**src/hdl/sch_pkg.sv**
```systemverilog
// ----------------------------------------------------------------------------
// Serial connect handshake package
// Shared types, codes and small character helpers for the handshake block.
// ----------------------------------------------------------------------------
package sch_pkg;

  // Kind of an input word, carried on the input tuser bus.
  typedef enum logic [2:0] {
    MODE_START  = 3'd0,
    MODE_BYTE   = 3'd1,
    MODE_RD_ERR = 3'd2,
    MODE_WR_ERR = 3'd3,
    MODE_TICK   = 3'd4
  } mode_e;

  // Final outcome of a handshake.
  typedef enum logic [2:0] {
    OC_CONNECTED = 3'd0,
    OC_READ_ERR  = 3'd1,
    OC_WRITE_ERR = 3'd2,
    OC_OVERFLOW  = 3'd3,
    OC_TIMEOUT   = 3'd4
  } outcome_e;

  // Configuration register indexes.
  localparam int unsigned CfgIdxW = 1;
  localparam logic [CfgIdxW-1:0] CFG_TIMEOUT  = 1'b0;
  localparam logic [CfgIdxW-1:0] CFG_ATTEMPTS = 1'b1;
  localparam int unsigned CfgDataW = 16;

  localparam logic [15:0] TimeoutReset  = 16'd5;
  localparam logic [3:0]  AttemptsReset = 4'd3;

  // Reply text that the server sends back.
  localparam logic [2:0] ReplyLen = 3'd6;

  // Result word handed to the output buffer.
  typedef struct packed {
    logic [7:0] passed_error;
    outcome_e   outcome;
    logic       finished;
    logic       send_solicitation;
  } result_t;

  localparam int unsigned OutDataW = 16;
  localparam int unsigned InDataW  = 16;

  function automatic logic [7:0] reply_char(input logic [2:0] idx);
    logic [7:0] c;
    case (idx)
      3'd0:    c = 8'h53; // S
      3'd1:    c = 8'h45; // E
      3'd2:    c = 8'h52; // R
      3'd3:    c = 8'h56; // V
      3'd4:    c = 8'h45; // E
      3'd5:    c = 8'h52; // R
      default: c = 8'h53;
    endcase
    return c;
  endfunction

  // Only ASCII lower-case letters are folded.
  function automatic logic [7:0] fold_upper(input logic [7:0] c);
    logic [7:0] r;
    r = c;
    if (c >= 8'h61 && c <= 8'h7a) begin
      r = c - 8'h20;
    end
    return r;
  endfunction

endpackage

```
**src/hdl/serial_connect_handshake.sv**
```systemverilog
// ----------------------------------------------------------------------------
// Serial connect handshake
// Sends the client solicitation, watches the serial stream for the server
// reply and reports how the handshake ended.
// ----------------------------------------------------------------------------
//
//  Channel   Direction  Bus fields (lowest bit first)
//  s_axis    in         tuser: mode; tdata: rx_byte, error_code
//  m_axis    out        tdata: send_solicitation, finished, outcome,
//                       passed_error, three zero bits
//  cfg       in         cfg_idx_i 0 timeout_ticks, 1 max_attempts
//
// Each accepted word lands in the input register and is processed once the
// result buffer has room; its result, if the word causes one, goes through
// that buffer to m_axis. One word is accepted every cycle while it has room.
// The throughput is set by the two-entry result buffer: input stalls only
// when that buffer is full. Reset leaves the block idle with the timeout
// at five ticks and three attempts; no clearing pass is needed.
module serial_connect_handshake #(
  parameter int unsigned BUFFER_SIZE = 128
) (
  input  logic                          clk_i,
  input  logic                          rst_ni,
  // Configuration write port.
  input  logic                          cfg_we_i,
  input  logic [sch_pkg::CfgIdxW-1:0]   cfg_idx_i,
  input  logic [sch_pkg::CfgDataW-1:0]  cfg_data_i,
  // Input words.
  input  logic                          s_axis_tvalid,
  output logic                          s_axis_tready,
  input  logic [sch_pkg::InDataW-1:0]   s_axis_tdata,   // rx_byte, error_code
  input  logic [2:0]                    s_axis_tuser,   // mode
  // Result words.
  output logic                          m_axis_tvalid,
  input  logic                          m_axis_tready,
  output logic [sch_pkg::OutDataW-1:0]  m_axis_tdata    // send_solicitation, finished,
                                                        // outcome, passed_error
);

  logic             res_valid;
  logic             res_space;
  sch_pkg::result_t res;
  sch_pkg::result_t out_res;

  // The core holds the input register and the handshake state; it only
  // advances a word when the result buffer has room for its result.
  sch_core #(
    .BUFFER_SIZE (BUFFER_SIZE)
  ) u_core (
    .clk_i           (clk_i),
    .rst_ni          (rst_ni),
    .cfg_we_i        (cfg_we_i),
    .cfg_idx_i       (cfg_idx_i),
    .cfg_data_i      (cfg_data_i),
    .in_valid_i      (s_axis_tvalid),
    .in_ready_o      (s_axis_tready),
    .in_mode_i       (s_axis_tuser),
    .in_rx_byte_i    (s_axis_tdata[7:0]),
    .in_error_code_i (s_axis_tdata[15:8]),
    .res_space_i     (res_space),
    .res_valid_o     (res_valid),
    .res_o           (res)
  );

  // The result buffer parts the core from the output stall.
  sch_out_buf u_out_buf (
    .clk_i       (clk_i),
    .rst_ni      (rst_ni),
    .push_i      (res_valid),
    .push_data_i (res),
    .space_o     (res_space),
    .out_valid_o (m_axis_tvalid),
    .out_ready_i (m_axis_tready),
    .out_data_o  (out_res)
  );

  assign m_axis_tdata = {3'b000, out_res.passed_error, out_res.outcome,
                         out_res.finished, out_res.send_solicitation};

  // A result is only produced when the buffer can take it.
  assert property (@(posedge clk_i) disable iff (!rst_ni)
    res_valid |-> res_space)
    else $error("result pushed into a full buffer");

  // A finishing result never also asks for a solicitation.
  assert property (@(posedge clk_i) disable iff (!rst_ni)
    (m_axis_tvalid && out_res.finished) |-> !out_res.send_solicitation)
    else $error("finished result also requests a solicitation");

  // An error code is only forwarded with a read or write error outcome.
  assert property (@(posedge clk_i) disable iff (!rst_ni)
    (m_axis_tvalid && out_res.passed_error != 8'd0) |->
      (out_res.finished && (out_res.outcome == sch_pkg::OC_READ_ERR ||
                            out_res.outcome == sch_pkg::OC_WRITE_ERR)))
    else $error("error code forwarded with a wrong outcome");

  // Without a finished flag the outcome field stays zero.
  assert property (@(posedge clk_i) disable iff (!rst_ni)
    (m_axis_tvalid && !out_res.finished) |-> (out_res.outcome == sch_pkg::OC_CONNECTED))
    else $error("outcome set on a non-final result");

endmodule

```
**src/hdl/sch_core.sv**
```systemverilog
// ----------------------------------------------------------------------------
// Handshake core
// Input word register, handshake state and the single-pass step logic.
// ----------------------------------------------------------------------------
module sch_core #(
  parameter int unsigned BUFFER_SIZE = 128
) (
  input  logic                           clk_i,
  input  logic                           rst_ni,
  input  logic                           cfg_we_i,
  input  logic [sch_pkg::CfgIdxW-1:0]    cfg_idx_i,
  input  logic [sch_pkg::CfgDataW-1:0]   cfg_data_i,
  input  logic                           in_valid_i,
  output logic                           in_ready_o,
  input  logic [2:0]                     in_mode_i,
  input  logic [7:0]                     in_rx_byte_i,
  input  logic [7:0]                     in_error_code_i,
  input  logic                           res_space_i,
  output logic                           res_valid_o,
  output sch_pkg::result_t               res_o
);

  localparam int unsigned CntW = $clog2(BUFFER_SIZE + 1);
  localparam logic [CntW-1:0] BufLimit = CntW'(BUFFER_SIZE);

  logic [15:0] timeout_q;
  logic [3:0]  attempts_max_q;

  logic              item_valid_q;
  sch_pkg::mode_e    item_mode_q;
  logic [7:0]        item_rx_q;
  logic [7:0]        item_err_q;

  logic              active_q, active_d;
  logic [2:0]        match_q, match_d;
  logic [CntW-1:0]   bytes_q, bytes_d;
  logic [3:0]        attempts_q, attempts_d;
  logic [15:0]       ticks_q, ticks_d;

  logic              advance;
  logic              has_res;
  sch_pkg::result_t  res;
  logic [7:0]        ch;
  logic [2:0]        match_inc;
  logic [15:0]       ticks_inc;

  assign advance    = item_valid_q && res_space_i;
  assign in_ready_o = !item_valid_q || res_space_i;

  always_ff @(posedge clk_i or negedge rst_ni) begin
    if (!rst_ni) begin
      timeout_q      <= sch_pkg::TimeoutReset;
      attempts_max_q <= sch_pkg::AttemptsReset;
    end else if (cfg_we_i) begin
      unique case (cfg_idx_i)
        sch_pkg::CFG_TIMEOUT:  timeout_q      <= cfg_data_i[15:0];
        sch_pkg::CFG_ATTEMPTS: attempts_max_q <= cfg_data_i[3:0];
        default: ;
      endcase
    end
  end

  always_ff @(posedge clk_i or negedge rst_ni) begin
    if (!rst_ni) begin
      item_valid_q <= 1'b0;
    end else if (in_ready_o) begin
      item_valid_q <= in_valid_i;
    end
  end

  always_ff @(posedge clk_i) begin
    if (in_ready_o && in_valid_i) begin
      item_mode_q <= sch_pkg::mode_e'(in_mode_i);
      item_rx_q   <= in_rx_byte_i;
      item_err_q  <= in_error_code_i;
    end
  end

  always_ff @(posedge clk_i or negedge rst_ni) begin
    if (!rst_ni) begin
      active_q   <= 1'b0;
      match_q    <= '0;
      bytes_q    <= '0;
      attempts_q <= '0;
      ticks_q    <= '0;
    end else if (advance) begin
      active_q   <= active_d;
      match_q    <= match_d;
      bytes_q    <= bytes_d;
      attempts_q <= attempts_d;
      ticks_q    <= ticks_d;
    end
  end

  assign ch        = sch_pkg::fold_upper(item_rx_q);
  assign ticks_inc = ticks_q + 16'd1;

  always_comb begin
    active_d   = active_q;
    match_d    = match_q;
    bytes_d    = bytes_q;
    attempts_d = attempts_q;
    ticks_d    = ticks_q;
    has_res    = 1'b0;
    res        = '0;
    match_inc  = '0;
    if (item_mode_q == sch_pkg::MODE_START) begin
      active_d   = 1'b1;
      match_d    = '0;
      bytes_d    = '0;
      attempts_d = 4'd1;
      ticks_d    = '0;
      has_res    = 1'b1;
      res.send_solicitation = 1'b1;
    end else if (active_q) begin
      case (item_mode_q) inside
        sch_pkg::MODE_BYTE: begin
          if (bytes_q >= BufLimit) begin
            active_d     = 1'b0;
            has_res      = 1'b1;
            res.finished = 1'b1;
            res.outcome  = sch_pkg::OC_OVERFLOW;
          end else begin
            bytes_d = bytes_q + CntW'(1);
            if (match_q < sch_pkg::ReplyLen && ch == sch_pkg::reply_char(match_q)) begin
              match_inc = match_q + 3'd1;
            end else begin
              match_inc = (ch == sch_pkg::reply_char(3'd0)) ? 3'd1 : 3'd0;
            end
            match_d = match_inc;
            if (match_inc >= sch_pkg::ReplyLen) begin
              match_d      = '0;
              active_d     = 1'b0;
              has_res      = 1'b1;
              res.finished = 1'b1;
              res.outcome  = sch_pkg::OC_CONNECTED;
            end
          end
        end
        sch_pkg::MODE_RD_ERR, sch_pkg::MODE_WR_ERR: begin
          if (item_err_q != 8'd0) begin
            active_d         = 1'b0;
            has_res          = 1'b1;
            res.finished     = 1'b1;
            res.passed_error = item_err_q;
            res.outcome      = (item_mode_q == sch_pkg::MODE_RD_ERR) ?
                               sch_pkg::OC_READ_ERR : sch_pkg::OC_WRITE_ERR;
          end
        end
        sch_pkg::MODE_TICK: begin
          ticks_d = ticks_inc;
          if (ticks_inc >= timeout_q) begin
            ticks_d = '0;
            has_res = 1'b1;
            if (attempts_q < attempts_max_q) begin
              attempts_d            = attempts_q + 4'd1;
              res.send_solicitation = 1'b1;
            end else begin
              active_d     = 1'b0;
              res.finished = 1'b1;
              res.outcome  = sch_pkg::OC_TIMEOUT;
            end
          end
        end
        default: ;
      endcase
    end
  end

  assign res_valid_o = advance && has_res;
  assign res_o       = res;

endmodule

```
**src/hdl/sch_out_buf.sv**
```systemverilog
// ----------------------------------------------------------------------------
// Handshake result buffer
// Two-entry result queue that decouples the core from the output stall.
// ----------------------------------------------------------------------------
module sch_out_buf (
  input  logic             clk_i,
  input  logic             rst_ni,
  input  logic             push_i,
  input  sch_pkg::result_t push_data_i,
  output logic             space_o,
  output logic             out_valid_o,
  input  logic             out_ready_i,
  output sch_pkg::result_t out_data_o
);

  sch_pkg::result_t ent_q [2];
  logic       wr_ptr_q;
  logic       rd_ptr_q;
  logic [1:0] count_q, count_d;
  logic       pop;

  assign pop         = (count_q != 2'd0) && out_ready_i;
  assign space_o     = (count_q != 2'd2);
  assign out_valid_o = (count_q != 2'd0);
  assign out_data_o  = ent_q[rd_ptr_q];

  always_comb begin
    count_d = count_q;
    if (push_i && !pop) begin
      count_d = count_q + 2'd1;
    end else if (!push_i && pop) begin
      count_d = count_q - 2'd1;
    end
  end

  always_ff @(posedge clk_i or negedge rst_ni) begin
    if (!rst_ni) begin
      wr_ptr_q <= 1'b0;
      rd_ptr_q <= 1'b0;
      count_q  <= '0;
    end else begin
      count_q <= count_d;
      if (push_i) begin
        wr_ptr_q <= ~wr_ptr_q;
      end
      if (pop) begin
        rd_ptr_q <= ~rd_ptr_q;
      end
    end
  end

  always_ff @(posedge clk_i) begin
    if (push_i) begin
      ent_q[wr_ptr_q] <= push_data_i;
    end
  end

endmodule
```
**config.mk**
```make
export PLATFORM = sky130hd
export DESIGN_NAME = serial_connect_handshake
export DESIGN_NICKNAME = d
export VERILOG_FILES = /design/src/hdl/sch_pkg.sv /design/src/hdl/serial_connect_handshake.sv /design/src/hdl/sch_core.sv /design/src/hdl/sch_out_buf.sv
export SDC_FILE = /design/constraint.sdc
export NUM_CORES = 1
export LEC_CHECK = 0
export BUFFER_PORTS_ARGS = -buffer_cell sky130_fd_sc_hd__buf_2
export CORE_AREA = 10 10 114 116
export DETAILED_ROUTE_END_ITERATION = 10
export DIE_AREA = 0 0 124 126
export PLACE_DENSITY = 0.71
export SYNTH_ARGS = -nofsm -noshare
export SYNTH_HDL_FRONTEND = slang
export SYNTH_SLANG_ARGS = --single-unit
```
**constraint.sdc**
```tcl
create_clock -name clk_i -period 3.4 [get_ports clk_i]
set_input_delay 0.68 -clock clk_i [delete_from_list [all_inputs] [get_ports clk_i]]
set_output_delay 0.68 -clock clk_i [all_outputs]
set_load 0.05 [all_outputs]
```
Word level (Yosys, flattened, before mapping)
Memories as Yosys holds them, arrays and structs flattened.
Cells that the tools add are included.
{"block": "word_totals", "regBits": 76, "ram_bits": 26, "input_bits": 41, "output_inout_bits": 18, "elab_cells": 150, "n_memories": 1}
{"block": "op_classes", "add_sub_neg": 7, "order_cmp": 7, "eq_ne": 15, "n_mux": 74, "bitwise": 3, "n_reduce_logical": 29}
{"memory": "u_out_buf.ent_q", "words": 2, "width": 13, "rd": 1, "rd_ports_with_merged_regs": 0, "wr": 1, "line": "sch_out_buf.sv:16", "rtl": "sch_pkg::result_t ent_q [2];"}
{"op": "$mux 16", "count": 6}
{"op": "$mux 8", "count": 11}
{"op": "$mux 4", "count": 11}
{"op": "$mux 3", "count": 11}
{"op": "$mux 1", "count": 27}
{"op": "$mux 12", "count": 2}
{"op": "$add 16x1->16 const B", "count": 1}
{"op": "$ge 16x16->1", "count": 1}
{"op": "$pmux 5 s3", "count": 1}
{"op": "$reduce_bool 2->1", "count": 7}
{"op": "$mux 13", "count": 1}
{"op": "$eq 3x2->1 const B", "count": 4}
{"op": "$eq 3x3->1 const B", "count": 3}
{"op": "$add 8x1->8 const B", "count": 1}
{"op": "$eq 8x7->1 const B", "count": 1}
{"op": "$eq 8x8->1", "count": 1}
{"op": "$ge 8x7->1 const B", "count": 1}
{"op": "$ge 8x8->1 const B", "count": 1}
{"op": "$le 8x7->1 const B", "count": 1}
{"op": "$logic_and 1x1->1", "count": 8}
{"op": "$reduce_bool 8->1", "count": 1}
{"op": "$sub 8x6->8 const B", "count": 1}
{"op": "$reduce_and 7->1", "count": 1}
{"op": "$eq 3x1->1 const B", "count": 2}
{"op": "other kinds (19)", "count": 30}

Longest topological paths before layout
Gate-level depths: netlist of the first run.
{"block": "logic_depth", "ltp_word": 25, "depth_mapped": 16, "depth_no_buf": 15}

By module
Synthesis of the first run repeated with hierarchy kept, for this count alone.
{"block": "hier_totals", "cells_unflattened": 469, "hier_area_um2": 5335.1}
{"module": "sch_core", "n_inst": 1, "cells_per_inst": 409, "area_each_um2": 4176.5, "seq_area_each_um2": 1901.8}
{"module": "sch_out_buf", "n_inst": 1, "cells_per_inst": 56, "area_each_um2": 1132.3, "seq_area_each_um2": 880.8}
{"module": "serial_connect_handshake", "n_inst": 1, "cells_per_inst": 4, "area_each_um2": 26.3, "seq_area_each_um2": 0.0}

Least setup slack after synthesis of the first run
No wires, ideal clock.
{"block": "synth_path", "kind": "register to register", "from": "register u_core.ticks_q[2]", "to": "memory u_out_buf.ent_q[0][0] (netlist name) (enable)", "setup_time_ps": 384, "arrival_time_ps": 3366, "required_ps": 3016, "slack_ps": -350, "path_stages_with_launch": 14, "path_buffers": 1, "period_less_slack_ps": 3750, "cell_sequence": "dfrtp_1 > and4_1 > and3_1 > clkbuf_1 > and4_1 > and3_1 > xnor2_1 > ha_1 > nand4_1 > nor3_1 > o311a_1 > o31ai_1 > o21ai_1 > nor2b_1"}
{"block": "synth_between", "elab_chain_len": 11}
{"element": "start, declared", "line": "sch_core.sv:38", "rtl": "logic [15:0] ticks_q, ticks_d;"}
{"element": "start signal, assigned", "line": "sch_core.sv:91", "rtl": "ticks_q <= ticks_d;"}
{"element": "$add 16x1->16", "line": "sch_core.sv:96", "rtl": "assign ticks_inc = ticks_q + 16'd1;"}
{"element": "$ge 16x16->1", "line": "sch_core.sv:152", "rtl": "if (ticks_inc >= timeout_q) begin"}
{"element": "$mux 1", "line": "sch_core.sv:152"}
{"element": "$mux 1 (3 in a row)", "line": "sch_core.sv:116", "rtl": "case (item_mode_q) inside"}
{"element": "$mux 1", "line": "sch_core.sv:115", "rtl": "end else if (active_q) begin"}
{"element": "$mux 1", "line": "sch_core.sv:107", "rtl": "if (item_mode_q == sch_pkg::MODE_START) begin"}
{"element": "$logic_and 1x1->1", "line": "sch_core.sv:170", "rtl": "assign res_valid_o = advance && has_res;"}
{"element": "net res_valid", "line": "serial_connect_handshake.sv:40", "rtl": "logic res_valid;"}
{"element": "$mux 1", "line": "sch_out_buf.sv:53", "rtl": "if (push_i) begin"}
{"element": "$mux 1 (not written as such)", "line": "sch_out_buf.sv:54", "rtl": "ent_q[wr_ptr_q] <= push_data_i;"}
{"element": "end, declared", "line": "sch_out_buf.sv:16"}
The timed path passes the listed nets, and every way through them passes these cells.

Worst setup path in the final report of the first run
{"block": "layout_path", "from": "register u_core.ticks_q[5]", "to": "register u_out_buf.count_q[1]"}
{"block": "layout_between", "elab_chain_len": 12, "word_cells_on_any_way": 14, "classes_between": "add/sub (1); order compare (1); mux (7); reduce/logical (5)"}
{"element": "$add 16x1->16 *", "line": "sch_core.sv:96"}
{"element": "$ge 16x16->1 *", "line": "sch_core.sv:152"}
{"element": "$mux 1 *", "line": "sch_core.sv:152"}
{"element": "$mux 1 * (3 in a row)", "line": "sch_core.sv:116"}
{"element": "$mux 1 *", "line": "sch_core.sv:115"}
{"element": "$mux 1 *", "line": "sch_core.sv:107"}
{"element": "$logic_and 1x1->1 *", "line": "sch_core.sv:170"}
{"element": "net res_valid", "line": "serial_connect_handshake.sv:40"}
{"element": "$logic_not 1->1", "line": "sch_out_buf.sv:31", "rtl": "end else if (!push_i && pop) begin"}
{"element": "$logic_and 1x1->1", "line": "sch_out_buf.sv:31"}
{"element": "$reduce_bool 2->1 (no source line)"}
{"element": "end signal, assigned", "line": "sch_out_buf.sv:42", "rtl": "count_q <= count_d;"}
{"element": "end, declared", "line": "sch_out_buf.sv:19", "rtl": "logic [1:0] count_q, count_d;"}
Mark *: on every way through the listed nets, which the timed path passes. The rest lies on a longest branch.
A chain may end at the register's enable or synchronous reset.

==> summary.md, run 1 <==
| Metric | Value |
|---|---|
| Outcome | complete, no violations |
| Placed cell count | 666 |
| CP Depth | 15 |
| Die ar. | 15620 um2 |
| Synth Register Bits | 102 |
| Leakage Power | 2.671 nW |
| Pwr dens | 568.5 nW/um2 |
| Largest net degree at the start of global routing | 37 |
| CP startpoint kind | flip-flop |
| Number of global-route vias before repair | 3660 |
| Cells after synthesis | 468 |
| Max Cap Viol | 0 |
| H-tree depth | 3 |
| DR WL/cell | 15.31 um |
| Synth warn | 0 |
| Seq/Total Area, Yosys | 53.14% |
| Sw power | 1.262 mW |
| CTS tree | yes |
| DR iter-0 viols | 227 |
| Hpwl dp | 8007 um |
| CP Capture Point | u_out_buf.count_q[1]$_DFFE_PN0P_ |
| Total CTS buffers | 9 |
| Min cycle time layout | 3.201 ns |
| Antenna viol nets, final | 0 |
| IO Pins | 59 |
| Vias | 3675 |
| Reg clk slew, reported paths | 0.11 ns |
| Final Instance Count excl. Fillers | 684 |
| Setup_tns | 0 ns |
| GPL Wtd Cong | 0.8667 |
| Final setup violation count | 0 |
| Yosys cell types | 54 |
| GR Util All Layers | 13.59% |
| Min-delay worst type | in -> async |
| Worst setup EP type | flip-flop |
| Area contributors post-synth | edfxtp_1 (26%), dfrtp_1 (25%), ha_1 (7.2%) |
| Post-synth EDFFs | 45 |
| Slew Viols, Final | 0 |
| Hold Violations, Final | 0 |
| CP cell instances | and4_4 > and3_4 > and3_4 > and3_1 > xor2_1 > ha_1 > a21oi_1 > o211ai_1 > o21bai_1 > o31ai_2 > o21ai_2 > ha_1 > xor2_1 > nor2_1 > xor2_1 |
| Initial antenna violation count | 0 |
| Post-synth top area share | 25.81% |
| Worst-path fanout max | 4 |
| PortBufs | 55 |
| Residual DRC | 0 |
| Synthesized area per cell | 11.19 um2 |
| Design Power | 3.426 mW |
| Crit path required time | 3.72 ns |
| Mapped Area | 5236 um2 |
| Antenna diodes | 0 |
| Fmax | 312.4 MHz |
| Hold buffers post-CTS | 0 |
| Worst-Margin Slew | 0.8366 ns |
| Switch share | 36.84% |
| Vias/cell | 5.373 |
| # rows | 38 |
| Slew Limit Headroom | 44.23% |
| Final period util | 94.15% |
| Max VDD drop | 0.2677 mV |
| Worst path most repeated cell | xor2_1 |
| First drt pass iteration count | 4 |
| Synth area leader | edfxtp_1 |
| Clock power share | 21.6% |
| RR Startpoint | u_core.ticks_q[5]$_DFFE_PN0P_ |
| Worst path top cell family by delay | simple AND/OR/NAND/NOR gates |
| Synth Flop Type | dfrtp_1 |
| Int Power | 2.164 mW |
| Slowest library cell on the worst path | dfrtp_1 |
| P&R area growth vs syn | 15.08% |
| CTS max path bufs | 2 |
| R2r endpoint | u_out_buf.count_q[1]$_DFFE_PN0P_ |
| R2r worst-path depth | 15 |
| CP max stage delay | 0.40 ns |
| Share of post-route cells with drive strength above 1 | 24.45% |
| TritonCTS Sinks | 102 |
| First-pass GRT wire length | 17320 um |
| Fin area | 6026 um2 |
| Worst-Skew Late Latency | 0.38 ns |
| Die height | 126 um |
| Flop2flop setup slack | 0.20 ns |
| Ys async rst share | 55.88% |
| Arrival @ worst endpoint | 3.52 ns |
| DP Area | 5779 um2 |
| Grt total ovfl | 0 |
| Nets@finish | 610 |
| Root Buffer | clkbuf_8 |
| Initial cell density of the core | 48.95% |
| Fin Clk Skew | 0.01468 ns |
| Register share of total power | 47.7% |
| Drt total wl | 10480 um |
| Die Wd | 124 um |
| CP startpoint | u_core.ticks_q[5]$_DFFE_PN0P_ |
| Core area | 10700 um2 |
| Comb power frac | 30.7% |
| Setup CP Type | reg -> reg |
| Crit path buf inv count | 0 |
==> cell usage in the layout (no fill, tap or decap), types with 12 or more instances in the layout <==
| master | count |
|---|---|
| dfrtp_1 | 53 |
| buf_4 | 15 |
| nor2_1 | 19 |
| nand2_1 | 49 |
| ha_1 | 30 |
| o21ai_0 | 24 |
| a21oi_1 | 12 |
| mux2_2 | 20 |
| xnor2_1 | 14 |
| inv_1 | 31 |
| edfxtp_1 | 45 |
| buf_2 | 55 |
==> worst min path at each step <==
stage / slack, ns / depth (start not counted) / end / start
finish: 0.25 / 1 / u_core.match_q[0]$_DFFE_PN0P_ / rst_ni
global route: 0.29 / 1 / u_core.match_q[0]$_DFFE_PN0P_ / rst_ni
CTS: 0.25 / 1 / u_core.match_q[0]$_DFFE_PN0P_ / rst_ni
detailed placement: 0.48 / 1 / u_out_buf.count_q[1]$_DFFE_PN0P_ / u_out_buf.count_q[1]$_DFFE_PN0P_
global placement: 0.47 / 1 / u_out_buf.count_q[1]$_DFFE_PN0P_ / u_out_buf.count_q[1]$_DFFE_PN0P_
floorplan: 0.38 / 0 / u_core.active_q$_DFFE_PN0P_ / rst_ni
==> repair_timing <==
item | in CTS | in global routing
gates resized for setup | 2 | 9
setup endpoints to repair | 27 | 36
setup buffers | 0 | 2
gates cloned | 0 | 0
pin swaps | 1 | 3
==> state kept, by name (all words and copies together), names as in the netlist <==
register	cells
u_out_buf.count_q	2
u_out_buf.ent_q	26
u_core.ticks_q	16
u_out_buf.rd_ptr_q	1
u_core.item_mode_q	3
u_core.active_q	1
u_core.match_q	3
u_core.attempts_q	4
u_core.bytes_q	8
u_core.timeout_q	16
u_core.item_err_q	8
u_core.attempts_max_q	4
u_out_buf.wr_ptr_q	1
u_core.item_rx_q	8
u_core.item_valid_q	1
==> per-layer routing <==
metal  track usage [%]  vias to the layer above  part of all wire, %
met5                 0                        -                    0
met4             5.827                        0                  2.0
met3             2.681                       16                  4.6
met2             21.05                       76                   47
met1             18.04                     1770                   46
li1                  -                     1813                    -
==> metrics by stage <==
stage | setup WS (ns) | utilization (%) | hold WS (ns)
3_5_place_dp | -0.1032 | 54.02 | 0.4758
2_1_floorplan | 0.02562 | - | 0.3844
3_3_place_gp | 0.1404 | 54.02 | 0.4696
4_1_cts | 0.009664 | 55.82 | 0.2518
6_report | 0.1990 | 56.33 | 0.2543
5_1_grt | -0.02965 | 56.33 | 0.2856
==> power by group through the flow <==
| stage | Combinational (mW) | Clock, mW | Sequential [mW] |
|---|---|---|---|
| 2_1_floorplan | 0.792 | 0 | 1.60 |
| 3_3_place_gp | 1.02 | 0 | 1.65 |
| 3_5_place_dp | 1.04 | 0 | 1.66 |
| 4_1_cts | 1.05 | 0.759 | 1.63 |
| 5_1_grt | 1.16 | 0.796 | 1.66 |
| 6_report | 1.05 | 0.739 | 1.63 |
==> kinds of logic (layout without fill, tap and decap cells) <==
kind of cell    count (synthesis)  after routing  synth area share, %
other cells                     1              3              0.07162
flops                         102            102                53.14
buf+inv                        45            119                3.441
simple gates                  154            154                15.32
xor+xnor                       24             24                4.014
fa+ha+maj                      30             30                7.168
mux                            27             27                5.735
compound gates                 85             85                11.11
==> Yosys cell counts, types with 2 or more instances <==
| master | instances |
|---|---|
| a22o_1 | 10 |
| and3_1 | 12 |
| mux2i_1 | 6 |
| nor2b_1 | 7 |
| nor3_1 | 10 |
| o21ai_0 | 24 |
| dfstp_2 | 4 |
| a21o_1 | 5 |
| or2_2 | 3 |
| nor4_1 | 2 |
| nand4_1 | 8 |
| a211oi_1 | 4 |
| or3_1 | 2 |
| o211ai_1 | 3 |
| o21a_1 | 2 |
| and2_1 | 11 |
| buf_4 | 3 |
| a31oi_1 | 7 |
| inv_1 | 31 |
| nand2_1 | 49 |
| edfxtp_1 | 45 |
| and4_1 | 3 |
| xor2_1 | 10 |
| dfrtp_1 | 53 |
| o22ai_1 | 3 |
| clkbuf_1 | 11 |
| nand3_1 | 11 |
| a21oi_1 | 12 |
| nor2_1 | 19 |
| xnor2_1 | 14 |
| o21bai_1 | 2 |
| nand2b_1 | 11 |
| ha_1 | 30 |
| mux2_2 | 20 |
| o31a_1 | 2 |
==> area by class of cell <==
cell class	count	area (um2)
sequential	102	2783
fill	914	4672
timing repair buffer	72	427.9
inverter	31	116.4
clock inverter	7	63.81
clock buffer	9	123.9
multi-input combinational	323	2336
tap	140	175.2
Power figures use the tool's default switching activity.
==> run 2: changes to the inputs <==
- CORE_AREA: 10 10 114 116 -> 10 10 115 117
- CTS_CLUSTER_DIAMETER: not set -> 80
- DIE_AREA: 0 0 124 126 -> 0 0 125 127
- SYNTH_HIERARCHICAL: not set -> 1
==> summary.md, run 2 <==
| Metric | Value |
|---|---|
| Biggest regs | u_out_buf/ent_q: 26 flops, u_core/ticks_q: 16 flops, u_core/timeout_q: 16 flops |
| Biggest register | u_out_buf/ent_q |
| CTS tree | yes |
| Antenna viol nets, final | 0 (unchanged) |
| Cells after synthesis | 469 (+0.21%) |
| Nets@finish | 622 (+2.0%) |
| Top-count cell post-synth | dfrtp_1 |
| Area contributors post-synth | edfxtp_1 (25%), dfrtp_1 (25%), ha_1 (7.0%) |
| Failing checks | setup timing |
| Core area | 11130 um2 (+4.0%) |
| Residual DRC | 0 (unchanged) |
| Share of post-route cells with drive strength above 1 | 30.58% (+6.1 points) |
| Total CTS buffers | 9 (unchanged) |
| Fin Clk Skew | 0.008028 ns (-0.006648 ns) |
| Antenna diodes | 0 (unchanged) |
| Setup CP Type | reg -> reg |
| Synth warn | 6 (+6) |
| Reg clk slew, reported paths | 0.07 ns (-0.04 ns) |
| H-tree depth | 3 (unchanged) |
| TritonCTS Sinks | 102 (unchanged) |
| Vias | 3708 (+0.90%) |
| CP startpoint kind | flip-flop |
| Design Power | 3.753 mW (+9.5%) |
| Ys async rst share | 55.88% (unchanged) |
| Largest net degree at the start of global routing | 36 (-2.7%) |
| Final setup violation count | 4 (+4) |
| PortBufs | 55 (unchanged) |
| Slew Limit Headroom | 42.61% (-1.6 points) |
| Die ar. | 15880 um2 (+1.6%) |
| Worst-Margin Slew | 0.8542 ns (+0.01765 ns) |
| Arrival @ worst endpoint | 3.58 ns (+0.06 ns) |
| Root Buffer | clkbuf_16 |
| Crit path required time | 3.51 ns (-0.21 ns) |
| Synth top cells by count | dfrtp_1 (53), edfxtp_1 (45), nand2_1 (34), inv_1 (32), ha_1 (30) |
| First drt pass iteration count | 4 (unchanged) |
| Worst-path fanout max | 5 (+1) |
| Final core utilization | 57.73% (+1.4 points) |
| Hpwl dp | 7838 um (-2.1%) |
| Worst-Skew Late Latency | 0.35 ns (-0.03 ns) |
| Pre-CTS setup slack | -0.09144 ns (+0.01176 ns) |
| Hold buffers post-CTS | 0 (unchanged) |
| Slew Viols, Final | 0 (unchanged) |
| Yosys cell types | 67 (+24%) |
| Vias/cell | 5.305 (-1.3%) |
| Setup ws final | -0.07257 ns (-0.2715 ns) |
| RSZ-0062 raised after global routing | yes |
| Max Cap Viol | 0 (unchanged) |
| Final period util | 102.1% (+8.0 points) |
| Min cycle time layout | 3.473 ns (+0.2715 ns) |
| Post-synth EDFFs | 45 (unchanged) |
| Leakage Power | 2.835 nW (+6.1%) |
| Outcome | finished with violations |
| Max FFs per register | 26 (unchanged) |
| Initial cell density of the core | 47.95% (-0.99 points) |
| IO Pins | 59 (unchanged) |
| Max VDD drop | 0.4040 mV (+51%) |
| Worst setup EP type | flip-flop |
| First-pass GRT wire length | 17850 um (+3.1%) |
| Number of global-route vias before repair | 3809 (+4.1%) |
| Setup_tns | -0.1773 ns (-0.1773 ns) |
| Hold Violations, Final | 0 (unchanged) |
| Synth area leader | edfxtp_1 |
| Synth Register Bits | 102 (unchanged) |
| Pwr dens | 584.3 nW/um2 (+2.8%) |
| P&R area growth vs syn | 20.38% |
| Commonest non-fill, non-tap cell in the layout | buf_2 |
| CTS max path bufs | 2 (unchanged) |
| GPL Wtd Cong | 0.8039 (-7.2%) |
| # rows | 39 (+2.6%) |
| Seq/Total Area, Yosys | 52.16% (-0.98 points) |
| Post-synth top area share | 25.33% (-0.48 points) |
| Fillers | 894 (-2.2%) |
| Die Wd | 125 um (+0.81%) |
| Min-delay worst type | in -> async |
| Drt total wl | 10710 um (+2.2%) |
| Grt total ovfl | 0 (unchanged) |
| GR Util All Layers | 13.21% (-0.37 points) |
| Initial antenna violation count | 0 (unchanged) |
| Synthesized area per cell | 11.38 um2 (+1.7%) |
| Fmax | 288.0 MHz (-7.8%) |
| Most frequent cells in the layout | buf_2 (55), dfrtp_1 (50), edfxtp_1 (45), nand2_1 (34), inv_1 (32) |
| Die height | 127 um (+0.79%) |
| Synth Flop Type | dfrtp_1 |
| DR iter-0 viols | 283 (+25%) |
| Mapped Area | 5335 um2 (+1.9%) |
| DR WL/cell | 15.31 um (about the same) |
==> run 2: where the power goes <==
part,switching (mW),internal [mW],total (mW)
registers,0.158,1.49,1.65
logic,0.674,0.428,1.10
clock network,0.488,0.514,1.00
total,1.32,2.43,3.75
==> run 2: worst paths after layout <==
path	slack (ns)	from	cells after the start	endpoint
setup / recovery	-0.07	u_core/ticks_q[2]$_DFFE_PN0P_	15	u_out_buf/ent_q[1][1]$_DFFE_PP_
hold / removal	0.29	rst_ni	1	u_core/timeout_q[12]$_DFFE_PN0P_
setup reg to reg	-0.07	u_core/ticks_q[2]$_DFFE_PN0P_	15	u_out_buf/ent_q[1][1]$_DFFE_PP_
hold reg to reg	0.51	u_out_buf/count_q[1]$_DFFE_PN0P_	1	u_out_buf/count_q[1]$_DFFE_PN0P_
max in group asynchronous	2.24	rst_ni	2	u_core/ticks_q[7]$_DFFE_PN0P_
min in group clk_i	0.51	s_axis_tdata[7]	1	u_core/item_rx_q[7]$_DFFE_PP_
==> run 2: critical path, stage by stage (launching register included) <==
cell	delay [ns]
dfrtp_1	0.39
and3_4	0.19
and3_4	0.20
and2_1	0.14
and3_1	0.20
and3_1	0.21
xor2_1	0.14
ha_1	0.30
o211ai_1	0.12
nor2_1	0.08
a221oi_2	0.33
o21ai_2	0.15
buf_4	0.16
and2_4	0.13
a211o_1	0.31
and3_4	0.18
==> run 2: per-layer routing <==
metal | GRT usage (%) | routed length, um
met2 | 23.02 | 5694
met3 | 2.688 | 238
met1 | 16.07 | 4649
met4 | 4.268 | 121
met5 | 0 | 0
==> run 2: stage by stage <==
stage	area [um2]	std cells	hold WS, ns
detailed placement	5937	671	0.4921
finish	6422	699	0.2935
global placement	5937	671	0.4851
floorplan	5416	471	0.3844
global route	6422	699	0.3194
CTS	6245	688	0.3068
==> run 2: cell type report <==
class | instances | area (um2) | share of cell area, %
clock buffer | 9 | 225.2 | 3.507
clock inverter | 7 | 61.31 | 0.9546
inverter | 32 | 120.1 | 1.870
multi-input combinational | 320 | 2510 | 39.08
sequential | 102 | 2786 | 43.39
tap | 143 | 178.9 | 2.786
timing repair buffer | 86 | 540.5 | 8.416
==> run 2: logic make-up (layout without fill, tap and decap cells) <==
family	count (synthesis)	count (layout)	synth area share, %
AOI/OAI and AO/OA	90	90	12.20
xor gates and xnor gates	25	25	4.104
adders and majority gates	30	30	7.036
buffers and inverters	49	134	4.081
DFF	102	102	52.16
muxes	22	22	4.573
other	1	3	0.07029
and+or+nand+nor	150	150	15.78
==> run 2: repair_timing <==
| action | 4_1_cts | 5_1_grt |
|---|---|---|
| pin swaps | 2 | 23 |
| setup endpoints to repair | 27 | 49 |
| gates resized for setup | 3 | 24 |
| gates cloned | 0 | 1 |
| buffers inserted | 1 | 10 |
==> run 3: changes to the inputs <==
- ABC_AREA: not set -> 1
- CORE_AREA: 10 10 115 117 -> 10 10 117 119
- DIE_AREA: 0 0 125 127 -> 0 0 127 129
==> summary.md, run 3 <==
| Metric | Value |
|---|---|
| GPL Wtd Cong | 0.8724 (+8.5%) |
| Worst-Skew Late Latency | 0.35 ns (about the same) |
| Hold Slack | 0.3666 ns (+0.07311 ns) |
| Arrival @ worst endpoint | 3.35 ns (-0.23 ns) |
| Worst path top cell family by delay | simple AND/OR/NAND/NOR gates |
| Synth top cells by count | nand2_1 (139), inv_1 (110), dfrtp_1 (53), nor2_1 (47), edfxtp_1 (45) |
| Max FFs per register | 26 (unchanged) |
| Max VDD drop | 0.6420 mV (+59%) |
| Die Wd | 127 um (+1.6%) |
| Post-synth EDFFs | 45 (unchanged) |
| Share of post-route cells with drive strength above 1 | 22.19% (-8.4 points) |
| Final core utilization | 56.71% (-1.0 points) |
| Slew Viols, Final | 0 (unchanged) |
| Vias/cell | 5.025 (-5.3%) |
| Synth Flop Type | dfrtp_1 |
| Antenna diodes | 0 (unchanged) |
| Residual DRC | 0 (unchanged) |
| Worst-path fanout max | 7 (+2) |
| Yosys cell types | 45 (-33%) |
| Root Buffer | clkbuf_16 |
| DR iter-0 viols | 346 (+22%) |
| Antenna viol nets, final | 0 (unchanged) |
| DR WL/cell | 13.99 um (-8.7%) |
| Worst-Margin Slew | 0.8962 ns (+0.04192 ns) |
| Pwr dens | 567.4 nW/um2 (-2.9%) |
| Total CTS buffers | 9 (unchanged) |
| Die ar. | 16380 um2 (+3.2%) |
| CP cell instances | nand2_2 > nor2_4 > nand4_1 > or2_4 > nor2_4 > nand3_2 > xor2_2 > inv_2 > ha_4 > nand4_1 > nor3_4 > nand3_2 > nand3_2 > a21oi_2 > nand3_1 > nand2_1 > inv_2 > inv_2 > nor2_4 > buf_6 |
| Max Cap Viol | 0 (unchanged) |
| Core area | 11320 um2 (+1.8%) |
| Largest net degree at the start of global routing | 33 (-8.3%) |
| Drt total wl | 11710 um (+9.4%) |
| Min-delay worst type | in -> async |
| P&R area growth vs syn | 16.22% |
| R2r worst-path depth | 20 (+5) |
| Initial cell density of the core | 48.80% (+0.84 points) |
| CP Depth | 20 (+5) |
| Slowest library cell on the worst path | dfrtp_1 |
| Synthesized area per cell | 8.895 um2 (-22%) |
| First drt pass iteration count | 4 (unchanged) |
| Number of global-route vias before repair | 4192 (+10%) |
| Vias | 4206 (+13%) |
| CP max stage delay | 0.41 ns (+0.02 ns) |
| Initial antenna violation count | 0 (unchanged) |
| Mapped Area | 5524 um2 (+3.5%) |
| Setup CP Type | reg -> reg |
| Area contributors post-synth | edfxtp_1 (24%), dfrtp_1 (24%), nand2_1 (9.4%) |
| Synth Register Bits | 102 (unchanged) |
| Grt total ovfl | 0 (unchanged) |
| CTS tree | yes |
| Outcome | complete, no violations |
| Fillers | 993 (+11%) |
| PortBufs | 55 (unchanged) |
| Min cycle time layout | 3.284 ns (-0.1887 ns) |
| Nets@finish | 760 (+22%) |
| RSZ-0062 raised after global routing | yes |
| Final Instance Count excl. Fillers | 837 (+20%) |
| CP startpoint kind | flip-flop |
| Slew Limit Headroom | 40.11% (-2.5 points) |
| Ys async rst share | 55.88% (unchanged) |
| Cells after synthesis | 621 (+32%) |
| Biggest regs | u_out_buf/ent_q: 26 flops, u_core/ticks_q: 16 flops, u_core/timeout_q: 16 flops |
| First-pass GRT wire length | 19500 um (+9.2%) |
| Final setup violation count | 0 (-4) |
| Crit path buf inv count | 4 (+3) |
| Commonest non-fill, non-tap cell in the layout | nand2_1 |
| Reg clk slew, reported paths | 0.07 ns (about the same) |
| Seq/Total Area, Yosys | 50.37% (-1.8 points) |
| Fmax | 304.5 MHz (+5.7%) |
| TritonCTS Sinks | 102 (unchanged) |
| # rows | 39 (unchanged) |
| GR Util All Layers | 14.55% (+1.3 points) |
| Top-count cell post-synth | nand2_1 |
| Leakage Power | 3.169 nW (+12%) |
| Worst setup EP type | flip-flop |
| Crit path required time | 3.46 ns (-0.05 ns) |
| IO Pins | 59 (unchanged) |
| Final period util | 96.59% (-5.5 points) |
| Synth area leader | edfxtp_1 |
| Biggest register | u_out_buf/ent_q |
| Synth warn | 6 (unchanged) |
| Hpwl dp | 8870 um (+13%) |
| Die height | 129 um (+1.6%) |
| Post-synth top area share | 24.46% (-0.87 points) |
| Hold Violations, Final | 0 (unchanged) |
| CTS max path bufs | 2 (unchanged) |
| H-tree depth | 3 (unchanged) |
| Most frequent cells in the layout | nand2_1 (138), inv_1 (105), buf_2 (55), dfrtp_1 (53), edfxtp_1 (45) |
| Placed cell count | 815 (+21%) |
| Fin Clk Skew | 0.007692 ns (-0.0003365 ns) |
run 3: changes by cell type in the layout (fill, tap and decap cells not counted), sizes merged, moves of 15 or more:
| cell | previous run | this run |
|---|---|---|
| buf | 86 | 68 |
| nand2 | 35 | 149 |
| inv | 37 | 119 |
| and3 | 20 | 0 |
| nand3 | 15 | 32 |
| a21oi | 17 | 32 |
| mux2 | 19 | 0 |
| nor2 | 27 | 53 |
run 3: area by class of cell:
cell class,instances,area [um2],share of cell area (%)
multi-input cells,390,2345,36.52
flip-flops and latches,102,2783,43.34
clock buffers,9,225.2,3.508
clock inverters,7,48.80,0.7601
well taps,143,178.9,2.787
repair buffers,68,396.6,6.178
inverters,118,442.9,6.899
run 3: logic make-up after synthesis:
group                    share of synthesized area (%)
AO/OA/AOI/OAI                                    9.106
adder cells (fa/ha/maj)                          6.795
buffers and inverters                            9.717
XOR/XNOR                                         2.061
other                                          0.06789
flip-flops                                       50.37
AND/OR/NAND/NOR                                  21.88
run 3: path summary, 6_finish.rpt:
path | startpoint | to | slack [ns]
worst min register to register | u_core/attempts_max_q[0]$_DFFE_PN1P_ | u_core/attempts_max_q[0]$_DFFE_PN1P_ | 0.49
worst max register to register | u_core/ticks_q[2]$_DFFE_PN0P_ | u_out_buf/ent_q[0][12]$_DFFE_PP_ | 0.12
worst max-delay path | u_core/ticks_q[2]$_DFFE_PN0P_ | u_out_buf/ent_q[0][12]$_DFFE_PP_ | 0.12
worst min-delay path | rst_ni | u_core/ticks_q[5]$_DFFE_PN0P_ | 0.37
min in group clk_i | u_core/attempts_max_q[0]$_DFFE_PN1P_ | u_core/attempts_max_q[0]$_DFFE_PN1P_ | 0.49
max in group asynchronous | rst_ni | u_core/timeout_q[2]$_DFFE_PN1P_ | 2.15
run 3: where the power goes:
| part | internal [mW] | switching (mW) | leakage [nW] |
|---|---|---|---|
| Combinational | 0.321 | 0.790 | 1.89 |
| Clock | 0.499 | 0.458 | 0.131 |
| Sequential | 1.46 | 0.117 | 1.14 |
| Total | 2.28 | 1.36 | 3.17 |
run 3: what timing repair did:
action / CTS / global route
hold endpoints to repair: 0 / 0
setup buffers: 1 / 5
pin swaps: 0 / 16
endpoints found under the setup margin: 27 / 28
resized for setup: 3 / 30
hold buffers: 0 / 0
run 3: layer usage:
layer  vias up  global-route usage (%)  wire length (um)
met2       114                   24.45              5629
met1      1957                   17.46              5197
met3        12                   4.476               739
met5         -                       0                 0
met4         0                   4.756               139
li1       2123                       -                 -
run 3: stage by stage:
step	instance area (um2)	power, mW	setup WS [ns]	TNS, ns
2_1_floorplan	5534	2.381	0.1749	0
3_3_place_gp	5963	2.617	0.1284	0
3_5_place_dp	5963	2.654	-0.07499	-1.054
4_1_cts	6256	3.631	0.01508	0
5_1_grt	6420	3.870	-0.1325	-3.284
6_report	6420	3.643	0.1161	0
